## src/rtl/core/spq_pkg.sv

```systemverilog
package spq_pkg;

    // Queue depth and the widths that follow from it
    localparam int CAPACITY = 16;
    localparam int IDX_W    = $clog2(CAPACITY);
    localparam int CNT_W    = $clog2(CAPACITY + 1);

    localparam logic [CNT_W-1:0] CAP_CNT = CNT_W'(CAPACITY);

    // Fixed field widths of the item channels
    localparam int OP_W    = 2;
    localparam int VAL_W   = 32;
    localparam int STAT_W  = 2;
    localparam int POS_W   = 4;
    localparam int COUNT_W = 5;

    typedef logic signed [VAL_W-1:0] t_value;

    typedef enum logic [OP_W-1:0] {
        OP_INSERT = 2'd0,
        OP_REMOVE = 2'd1,
        OP_FIND   = 2'd2,
        OP_NOP    = 2'd3
    } t_opcode;

    typedef enum logic [STAT_W-1:0] {
        ST_OK        = 2'd0,
        ST_NOT_FOUND = 2'd1,
        ST_FULL      = 2'd2
    } t_status;

    // Broadcast from the controller to every cell
    typedef struct packed {
        logic   ins_en;
        logic   rem_en;
        t_value value;
    } t_cell_ctrl;

    // Per-cell compare results, seen by the neighbour and the controller
    typedef struct packed {
        logic keep;
        logic match;
        logic first;
        logic slot;
    } t_cell_stat;

endpackage

```

## src/rtl/core/spq_if.sv

```systemverilog
interface spq_in_if;
    logic              valid;
    logic              ready;
    logic [1:0]        opcode;
    logic signed [31:0] value;

    modport source (output valid, output opcode, output value, input ready);
    modport sink   (input valid, input opcode, input value, output ready);
endinterface

interface spq_out_if;
    logic               valid;
    logic               ready;
    logic [1:0]         status;
    logic [3:0]         position;
    logic signed [31:0] head_value;
    logic [4:0]         entry_count;
    logic               is_empty;

    modport source (output valid, output status, output position, output head_value,
                    output entry_count, output is_empty, input ready);
    modport sink   (input valid, input status, input position, input head_value,
                    input entry_count, input is_empty, output ready);
endinterface

```

## src/rtl/core/sorted_priority_queue.sv

```systemverilog
// Latency: an accepted item yields its result in the output register on the next cycle.
// Throughput: one item per cycle; every cell compares and shifts in the same cycle.
// The input stalls only while a finished result waits in the output register and the sink is not ready.
// Reset (synchronous, active low) empties the queue and the output register at once;
// entry contents are not cleared and are never read beyond the entry count.
module sorted_priority_queue (
    input  logic i_clk,
    input  logic i_rst_n,
    spq_in_if.sink    i_in,
    spq_out_if.source o_out
);
    import spq_pkg::*;

    t_cell_ctrl              cell_ctrl;
    t_cell_stat              stat [CAPACITY];
    t_value                  data [CAPACITY];
    t_value                  next [CAPACITY];
    logic [CAPACITY-1:0]     keep_vec;
    logic [CAPACITY-1:0]     match_vec;
    logic [CAPACITY-1:0]     first_vec;
    logic [CAPACITY-1:0]     slot_vec;

    logic [CNT_W-1:0]        r_count;
    logic [CNT_W-1:0]        n_count;
    logic                    r_out_valid;
    logic                    n_out_valid;
    t_status                 r_status;
    t_status                 n_status;
    logic [POS_W-1:0]        r_position;
    logic [POS_W-1:0]        n_position;
    t_value                  r_head;
    t_value                  n_head;
    logic [COUNT_W-1:0]      r_entry_count;
    logic [COUNT_W-1:0]      n_entry_count;
    logic                    r_is_empty;
    logic                    n_is_empty;

    logic                    accept;
    t_opcode                 op;
    logic                    full;
    logic                    found;
    logic [IDX_W-1:0]        ins_idx;
    logic [IDX_W-1:0]        hit_idx;

    assign accept = i_in.valid && i_in.ready;
    assign op     = t_opcode'(i_in.opcode);
    assign full   = (r_count >= CAP_CNT);
    assign found  = |match_vec;

    // Broadcast the operation to the row
    always_comb begin
        cell_ctrl.ins_en = accept && (op == OP_INSERT) && !full;
        cell_ctrl.rem_en = accept && (op == OP_REMOVE) && found;
        cell_ctrl.value  = i_in.value;
    end

    // Row of cells, each linked to its neighbours
    for (genvar g = 0; g < CAPACITY; g++) begin : g_cell
        logic   left_keep;
        logic   left_match;
        t_value left_data;
        t_value right_data;

        if (g == 0) begin : g_head
            assign left_keep  = 1'b1;
            assign left_match = 1'b0;
            assign left_data  = i_in.value;
        end else begin : g_body
            assign left_keep  = stat[g-1].keep;
            assign left_match = stat[g-1].match;
            assign left_data  = data[g-1];
        end

        if (g == CAPACITY - 1) begin : g_tail
            assign right_data = data[g];
        end else begin : g_inner
            assign right_data = data[g+1];
        end

        spq_cell u_cell (
            .i_clk        (i_clk),
            .i_ctrl       (cell_ctrl),
            .i_is_head    (g == 0),
            .i_valid      (CNT_W'(g) < r_count),
            .i_left_keep  (left_keep),
            .i_left_match (left_match),
            .i_left_data  (left_data),
            .i_right_data (right_data),
            .o_stat       (stat[g]),
            .o_data       (data[g]),
            .o_next       (next[g])
        );

        assign keep_vec[g]  = stat[g].keep;
        assign match_vec[g] = stat[g].match;
        assign first_vec[g] = stat[g].first;
        assign slot_vec[g]  = stat[g].slot;
    end

    // Encode the one-hot insert slot and first match
    always_comb begin
        ins_idx = '0;
        hit_idx = '0;
        for (int i = 0; i < CAPACITY; i++) begin
            ins_idx = ins_idx | (slot_vec[i]  ? IDX_W'(i) : IDX_W'(0));
            hit_idx = hit_idx | (first_vec[i] ? IDX_W'(i) : IDX_W'(0));
        end
    end

    // Update the count
    always_comb begin
        priority if (cell_ctrl.ins_en) begin
            n_count = r_count + CNT_W'(1);
        end else if (cell_ctrl.rem_en) begin
            n_count = r_count - CNT_W'(1);
        end else begin
            n_count = r_count;
        end
    end

    // Form the result
    always_comb begin
        n_status   = ST_OK;
        n_position = '0;
        unique case (op)
            OP_INSERT: begin
                if (full) begin
                    n_status = ST_FULL;
                end else begin
                    n_position = POS_W'(ins_idx);
                end
            end
            OP_REMOVE, OP_FIND: begin
                if (found) begin
                    n_position = POS_W'(hit_idx);
                end else begin
                    n_status = ST_NOT_FOUND;
                end
            end
            default: begin
                n_status = ST_OK;
            end
        endcase
        n_head        = (n_count != '0) ? next[0] : '0;
        n_entry_count = COUNT_W'(n_count);
        n_is_empty    = (n_count == '0);
    end

    // Hold the result until the sink takes it
    assign n_out_valid = accept || (r_out_valid && !o_out.ready);
    assign i_in.ready  = !r_out_valid || o_out.ready;

    always_ff @(posedge i_clk) begin
        if (!i_rst_n) begin
            r_count     <= '0;
            r_out_valid <= 1'b0;
        end else begin
            r_count     <= n_count;
            r_out_valid <= n_out_valid;
        end
    end

    always_ff @(posedge i_clk) begin
        if (accept) begin
            r_status      <= n_status;
            r_position    <= n_position;
            r_head        <= n_head;
            r_entry_count <= n_entry_count;
            r_is_empty    <= n_is_empty;
        end
    end

    assign o_out.valid       = r_out_valid;
    assign o_out.status      = r_status;
    assign o_out.position    = r_position;
    assign o_out.head_value  = r_head;
    assign o_out.entry_count = r_entry_count;
    assign o_out.is_empty    = r_is_empty;

`ifndef SYNTHESIS
    a_count_bound: assert property (@(posedge i_clk) disable iff (!i_rst_n)
        r_count <= CAP_CNT)
        else $error("entry count above capacity");

    a_insert_grows: assert property (@(posedge i_clk) disable iff (!i_rst_n)
        cell_ctrl.ins_en |=> r_count == $past(r_count) + CNT_W'(1))
        else $error("insert did not grow the queue");

    a_keep_prefix: assert property (@(posedge i_clk) disable iff (!i_rst_n)
        ((keep_vec >> 1) & ~keep_vec) == '0)
        else $error("kept cells do not form a prefix");

    a_first_unique: assert property (@(posedge i_clk) disable iff (!i_rst_n)
        $onehot0(first_vec))
        else $error("more than one first match");
`endif

endmodule

```

## src/rtl/core/spq_cell.sv

```systemverilog
module spq_cell (
    input  logic               i_clk,
    input  spq_pkg::t_cell_ctrl i_ctrl,
    input  logic               i_is_head,
    input  logic               i_valid,
    input  logic               i_left_keep,
    input  logic               i_left_match,
    input  spq_pkg::t_value    i_left_data,
    input  spq_pkg::t_value    i_right_data,
    output spq_pkg::t_cell_stat o_stat,
    output spq_pkg::t_value    o_data,
    output spq_pkg::t_value    o_next
);
    import spq_pkg::*;

    t_value r_data;
    t_value n_data;
    logic   gt;
    logic   eq;

    // Compare the stored entry against the broadcast value
    always_comb begin
        gt           = i_valid && (r_data > i_ctrl.value);
        eq           = i_valid && (r_data == i_ctrl.value);
        o_stat.keep  = gt || (i_is_head && eq);
        o_stat.match = eq;
        o_stat.first = eq && !i_left_match;
        o_stat.slot  = !o_stat.keep && i_left_keep;
    end

    // Keep, take the new value, shift down from the left or close up from the right
    always_comb begin
        priority if (i_ctrl.ins_en && !o_stat.keep) begin
            n_data = i_left_keep ? i_ctrl.value : i_left_data;
        end else if (i_ctrl.rem_en && !gt) begin
            n_data = i_right_data;
        end else begin
            n_data = r_data;
        end
    end

    always_ff @(posedge i_clk) begin
        r_data <= n_data;
    end

    assign o_data = r_data;
    assign o_next = n_data;

endmodule
```

## src/flat_wrapper.sv

```systemverilog
// flat-port wrapper written by rule: the top's interface ports become plain ports
module sorted_priority_queue_flat import spq_pkg::*;
  (i_clk, i_rst_n, i_in_valid, i_in_opcode, i_in_value, i_in_ready, o_out_valid, o_out_status, o_out_position, o_out_head_value, o_out_entry_count, o_out_is_empty, o_out_ready);
  spq_in_if i_in_i ();
  spq_out_if o_out_i ();
  input  logic i_clk;
  input  logic i_rst_n;
  input wire logic [$bits(i_in_i.valid)-1:0] i_in_valid;
  input wire logic [$bits(i_in_i.opcode)-1:0] i_in_opcode;
  input wire logic [$bits(i_in_i.value)-1:0] i_in_value;
  output wire logic [$bits(i_in_i.ready)-1:0] i_in_ready;
  output wire logic [$bits(o_out_i.valid)-1:0] o_out_valid;
  output wire logic [$bits(o_out_i.status)-1:0] o_out_status;
  output wire logic [$bits(o_out_i.position)-1:0] o_out_position;
  output wire logic [$bits(o_out_i.head_value)-1:0] o_out_head_value;
  output wire logic [$bits(o_out_i.entry_count)-1:0] o_out_entry_count;
  output wire logic [$bits(o_out_i.is_empty)-1:0] o_out_is_empty;
  input wire logic [$bits(o_out_i.ready)-1:0] o_out_ready;
  assign i_in_i.valid = i_in_valid;
  assign i_in_i.opcode = i_in_opcode;
  assign i_in_i.value = i_in_value;
  assign i_in_ready = i_in_i.ready;
  assign o_out_valid = o_out_i.valid;
  assign o_out_status = o_out_i.status;
  assign o_out_position = o_out_i.position;
  assign o_out_head_value = o_out_i.head_value;
  assign o_out_entry_count = o_out_i.entry_count;
  assign o_out_is_empty = o_out_i.is_empty;
  assign o_out_i.ready = o_out_ready;
  sorted_priority_queue u_core (.i_clk(i_clk), .i_rst_n(i_rst_n), .i_in(i_in_i), .o_out(o_out_i));
endmodule
```

## config.mk

```make
export PLATFORM = sky130hd
export DESIGN_NAME = sorted_priority_queue_flat
export DESIGN_NICKNAME = d
export VERILOG_FILES = /design/src/rtl/core/spq_pkg.sv /design/src/rtl/core/spq_if.sv /design/src/rtl/core/sorted_priority_queue.sv /design/src/rtl/core/spq_cell.sv /design/src/flat_wrapper.sv
export SDC_FILE = /design/constraint.sdc
export NUM_CORES = 2
export LEC_CHECK = 0
export BUFFER_PORTS_ARGS = -buffer_cell sky130_fd_sc_hd__buf_2
export CAP_MARGIN = 10
export CORE_AREA = 2 2 250 252
export CTS_BUF_LIST = sky130_fd_sc_hd__clkbuf_4 sky130_fd_sc_hd__clkbuf_8
export DETAILED_ROUTE_END_ITERATION = 6
export DIE_AREA = 0 0 252 254
export GPL_TIMING_DRIVEN = 0
export PLACE_DENSITY_LB_ADDON = 0.2
export SYNTH_ARGS = -nofsm -noshare
export SYNTH_HDL_FRONTEND = slang
export SYNTH_SLANG_ARGS = --single-unit
export TNS_END_PERCENT = 20
```

## constraint.sdc

```tcl
create_clock -name i_clk -period 18.5 [get_ports i_clk]
set_input_delay 2.775 -clock i_clk [delete_from_list [all_inputs] [get_ports i_clk]]
set_output_delay 2.775 -clock i_clk [all_outputs]
set_load 0.05 [all_outputs]
```

# Word level (Yosys, flattened, before mapping)
# Index checks and enable logic that the tools add are counted.
# word_totals
out_inout_bits	46
word_cells	343
latchBits	0
n_memories	0
ram_bits	0
rom_bits	0
inputBits	38
reg_bits	562
# classes
order_cmp	33
reduce_logical	156
n_mul	0
addsub	2
shift	0
div	0
n_eq_ne	18
bitwise_logic	28
mux	83
# ops
op	count
two-way mux 32 bit	45
equality test 32 bit	16
> comparator 32 bit	16
bitwise OR 4 bit	28
logical AND 1 bit	99
two-way mux 4 bit	18
< comparator 4 x 5 -> 1 bit, first input constant	8
logical NOT 1 bit	35
nonzero test 2 bit	14
two-way mux 3 bit	8
< comparator 3 x 5 -> 1 bit, first input constant	4
OR reduction 16 bit	1
< comparator 1 x 5 -> 1 bit, first input constant	2
< comparator 2 x 5 -> 1 bit, first input constant	2
two-way mux 2 bit	5
two-way mux 5 bit	2
one-hot mux 4 bit (2 select lines)	1
adder 5 x 1 -> 5 bit, second input constant	1
greater-or-equal comparator 5 bit, second input constant	1
logical NOT 5 bit	1
nonzero test 5 bit	1
subtractor 5 x 1 -> 5 bit, second input constant	1
one-hot mux 2 bit (2 select lines)	1
logical OR 1 bit	3
5 further kinds	7

# Depth between registers and ports, before layout
# logic_depth
depth_word	21
ltp_mapped	16

# Cells and area by module
# A second synthesis with hierarchy kept.
# unflattened
cells_unflattened	7732
area_unflattened_um2	58563.7
# modules_own_cells
mod	area_per_inst_um2	instances	seq_area_each_um2	cells_per_inst
spq_cell	3487.1	16	640.6	467
sorted_priority_queue	2770.2	1	1441.4	260

# Worst setup path after synthesis
# No wires, ideal clock.
# synth_path
kind	input -> register
from	input port o_out_ready
to	register u_core.g_cell[10].u_cell.r_data[0], enable pin
path_slack_ps	10006
path_buffers	4
required_ps	18079
setup_ps	421
path_stages	10
arrival_time_ps	8073
cell_sequence	nand2b_1 -> and2_0 -> clkbuf_1 -> nand2_1 -> inv_1 -> clkbuf_1 -> buf_2 -> nor2_1 -> clkbuf_1 -> nor2_1
# synth_between
elab_chain_cells	6
word_cells_on_any_way	9
classes_between	reduce/logical: 9
# synth_rtl
item	line	rtl
start, declared	flat_wrapper.sv:18	input wire logic [$bits(o_out_i.ready)-1:0] o_out_ready;
logical OR 1 bit (*)	sorted_priority_queue.sv:151	assign i_in.ready = !r_out_valid || o_out.ready;
logical AND 1 bit (*)	sorted_priority_queue.sv:45	assign accept = i_in.valid && i_in.ready;
named net u_core.accept	sorted_priority_queue.sv:38	logic accept;
logical AND 1 bit, on equally long branches (2 in series)	sorted_priority_queue.sv:52, sorted_priority_queue.sv:53	
logical AND 1 bit, on equally long branches	spq_cell.sv:33, spq_cell.sv:35	
nonzero test 2 bit (no source line) (*)	--	
end signal, assigned	spq_cell.sv:43	r_data <= n_data;
end, declared	spq_cell.sv:16	t_value r_data;
# Mark *: on every way through the listed nets, which the timed path passes. The rest lies on a longest branch.
# A chain may end at the register's enable or synchronous reset.

# Final worst setup path
# layout_path
from	input port i_in_value[31]
to	register u_core.g_cell[6].u_cell.r_data[11], enable pin
# layout_between
elab_chain_cells	6
word_cells_on_any_way	40
classes_between	order compare: 1; eq/ne: 16; reduce/logical: 23
# layout_rtl
item	line	rtl
start, declared	flat_wrapper.sv:10	input wire logic [$bits(i_in_i.value)-1:0] i_in_value;
branches (longest 5 deep; another with > comparator 32 bit)	--	
nonzero test 2 bit (no source line) (*)	--	
end signal, assigned	spq_cell.sv:43	
end, declared	spq_cell.sv:16	
# Every way passes the cells marked *.

==> flow_metrics.tcl <==
set metrics [dict create \
    synth_edf_count 524 \
    clock_path_buffers 3 \
    p_seq_frac 0.455 \
    cts.clk_slew.worst_paths_ns 0.07 \
    place.gp.congestion 0.968 \
    cts_setup_buffers 0 \
    ant_nets 0 \
    synth_top_area_frac 0.398 \
    status "completed" \
    relSlewSlack 0.138 \
    via_per_inst 6.73 \
    period_minus_slack_ns 9.02 \
    syn_avg_cell_area_um2 9.52 \
    drv_cap 0 \
    worstSetupStartpointType "input pin" \
    combPwrFrac 0.157 \
    cp_data_required_time_ns 18.83 \
    tightest_slew_ns 1.29 \
    min_period_over_period 0.488 \
    die_area_mm2 0.0640 \
    drive_above_1_share 0.0676 \
    grt_pass1_vias 33200 \
    root_buffer "clkbuf_8" \
    power.total_uw 3300 \
    netSwitchingPower_uw 970 \
    die_x_um 252 \
    hp-class "flip-flop to flip-flop" \
    ir_drop_mv 0.0534 \
    ctsResizeCount 0 \
    num_rows 91 \
    clk-insertion-delay-late_ns 0.74 \
    setup-violations-final 0 \
    cp.arrival_ns 9.35 \
    grt_max_degree 42 \
    dp_slack_ns 8.94 \
    coreArea_mm2 0.0613 \
    io_pins 84 \
    ys_ff_latch 562 \
    async_flop_share 0 \
    yosys_warnings 0 \
    fillerInstances 4838 \
    rsz0062_at_grt "no" \
    fin_nets 4869 \
    clock_skew_ns 0.0417 \
    synthToLayoutAreaGrowth_pct 9.03 \
    wirelength_mm 124 \
    routedWlPerCell_um 23.9 \
    overflow 0 \
    synthesis.area_mm2 0.0395 \
    grt_first_pass_wirelength_mm 188 \
    crit_type "input pin to flip-flop" \
    syn_inst 4154 \
    intPower_uw 2330 \
    antenna_found_initial 1 \
    holdBufCountCts 0 \
    gr-usage-all-layers 0.380 \
    cp_max_fo 32 \
    post-route-drc-count 0 \
    synthDistinctLibCells 84 \
    vias 34900 \
    fin_ws_ns 9.48 \
    first_pass_iters 7 \
    fin_util 0.704 \
    hold_violations 0 \
    clkPwrFrac 0.388 \
    cts.sinks 562 \
    crit_path_end_kind "flip-flop" \
    wl_met3_mm 13.1 \
    ys_top_cells_by_count "a21oi_1, edfxtp_1, ha_1, nand2_1, o21ai_0" \
    drt_iter0_markers 4595 \
    max_freq_ghz 0.111 \
    swShare 0.294 \
    initial_core_util 0.645 \
    slew_viol_final 0 \
    tns_ns 0 \
    p_per_area_mw_per_mm2 76.5 \
    htree_levels 3 \
    holdPathStages 2 \
    yosysTopAreaCell "edfxtp_1" \
    top_layer "met4" \
    seq_area_frac_synth 0.417 \
    die_h_um 254 \
    dpl.hpwl_mm 96.5 \
    met2WireLength_mm 54.0 \
    synth.area.top_cells "edfxtp_1, ha_1, a21oi_1, mux2i_1, o21ai_0" \
    cts_tree "yes" \
    portBuffers 52 \
    numCtsBuffers 99 \
    synth_most_common_cell "a21oi_1" \
    leakage_uw 0.0174 \
    ys.flop_type "edfxtp_1" \
    m1WireLength_mm 52.0 \
    rr_worst_depth 12 \
    synth_fp_nets 4710 \
]
[state kept, by name, summed over array words and instances (netlist names)]
signal	count
u_core.o_out.is_empty	1
u_core.o_out.entry_count	5
u_core.g_cell.u_cell.o_data	512
u_core.o_out.position	4
u_core.o_out.head_value	32
u_core.o_out.valid	1
u_core.r_count	5
u_core.o_out.status	2
[power groups by stage]
stage	combinational (uW)	clock [uW]	sequential, uW
after floorplan	325	0	1540
after global placement	473	0	1520
after detailed placement	501	0	1520
after CTS	504	1280	1500
after global routing	571	1330	1500
final	518	1280	1500
[final cells by class]
class,instances,area (um^2),area share
diodes,1,2.50,0.0000580
plain buffers,229,941,0.0218
clock buffers,141,1730,0.0401
clock inverters,43,400,0.00929
inverters,80,300,0.00697
multi-input cells,3283,21900,0.508
flip-flops and latches,562,16500,0.383
well taps,790,988,0.0229
repair buffers,58,373,0.00865
[layer usage]
metal | vias up | global-route usage
met3 | 269 | 0.0688
met4 | 0 | 0.163
met2 | 2020 | 0.569
met5 | - | 0
li1 | 15900 | -
met1 | 16700 | 0.541
[cell usage in the layout (no fill, tap or decap), types with 8 or more instances in the layout]
master	synthesis	final
a21oi_1	544	544
edfxtp_1	524	524
ha_1	518	518
nand2_1	493	493
o21ai_0	435	435
nor2_1	399	389
mux2i_1	272	272
clkbuf_1	164	163
nand4_1	120	120
clkbuf_8	0	107
buf_2	28	82
a21o_1	60	60
nand3_1	57	57
clkinv_1	31	50
inv_1	49	49
and2_1	49	47
dfxtp_1	38	38
nor4_1	37	37
clkbuf_4	0	34
buf_1	31	31
nor2b_1	28	28
nor3_1	25	25
o211ai_1	23	23
a211oi_1	20	20
and4_1	16	16
nand2b_1	16	16
o21ai_1	13	13
nor2_4	1	11
a31oi_1	10	10
clkinv_2	0	10
a2111oi_0	9	9
o31ai_1	9	9
o21a_1	8	8
[through the flow]
step	std cells	hold WS, ns	instance area [um^2]
floorplan	4154	0.522	39500
detailed placement	5000	0.529	41000
global placement	4996	0.510	40800
global route	5187	0.598	43100
finish	5187	0.546	43100
CTS	5184	0.540	43100
[cell families after synthesis]
kind of cell	Yosys count	share of synthesized area
mux	277	0.0703
fa+ha+maj	518	0.164
compound gates	1200	0.168
xor+xnor	4	0.000886
simple gates	1284	0.148
buf+inv	309	0.0314
flops	562	0.417
[critical path, cell delays in order]
cell and delay, ns:
clkbuf_1 0.53, clkinv_1 1.23, ha_1 0.90, nand4_1 0.19
nor4_1 0.95, nand4_1 0.40, o211ai_1 0.28, nor4_4 0.11
a21oi_4 0.37, nor2_1 0.16, clkbuf_1 0.37, buf_16 0.26
nor2_4 0.79
[path summary, 6_finish.rpt]
kind	startpoint	slack (ns)	endpoint
setup / recovery	i_in_value[31]	9.48	u_core.g_cell[6].u_cell.o_data[11]$_DFFE_PP_
hold reg to reg	u_core.o_out.valid$_SDFF_PN0_	0.55	u_core.o_out.valid$_SDFF_PN0_
hold / removal	u_core.o_out.valid$_SDFF_PN0_	0.55	u_core.o_out.valid$_SDFF_PN0_
setup reg to reg	u_core.o_out.valid$_SDFF_PN0_	12.85	u_core.g_cell[6].u_cell.o_data[11]$_DFFE_PP_
No activity file was read; power rests on OpenSTA's default activity.
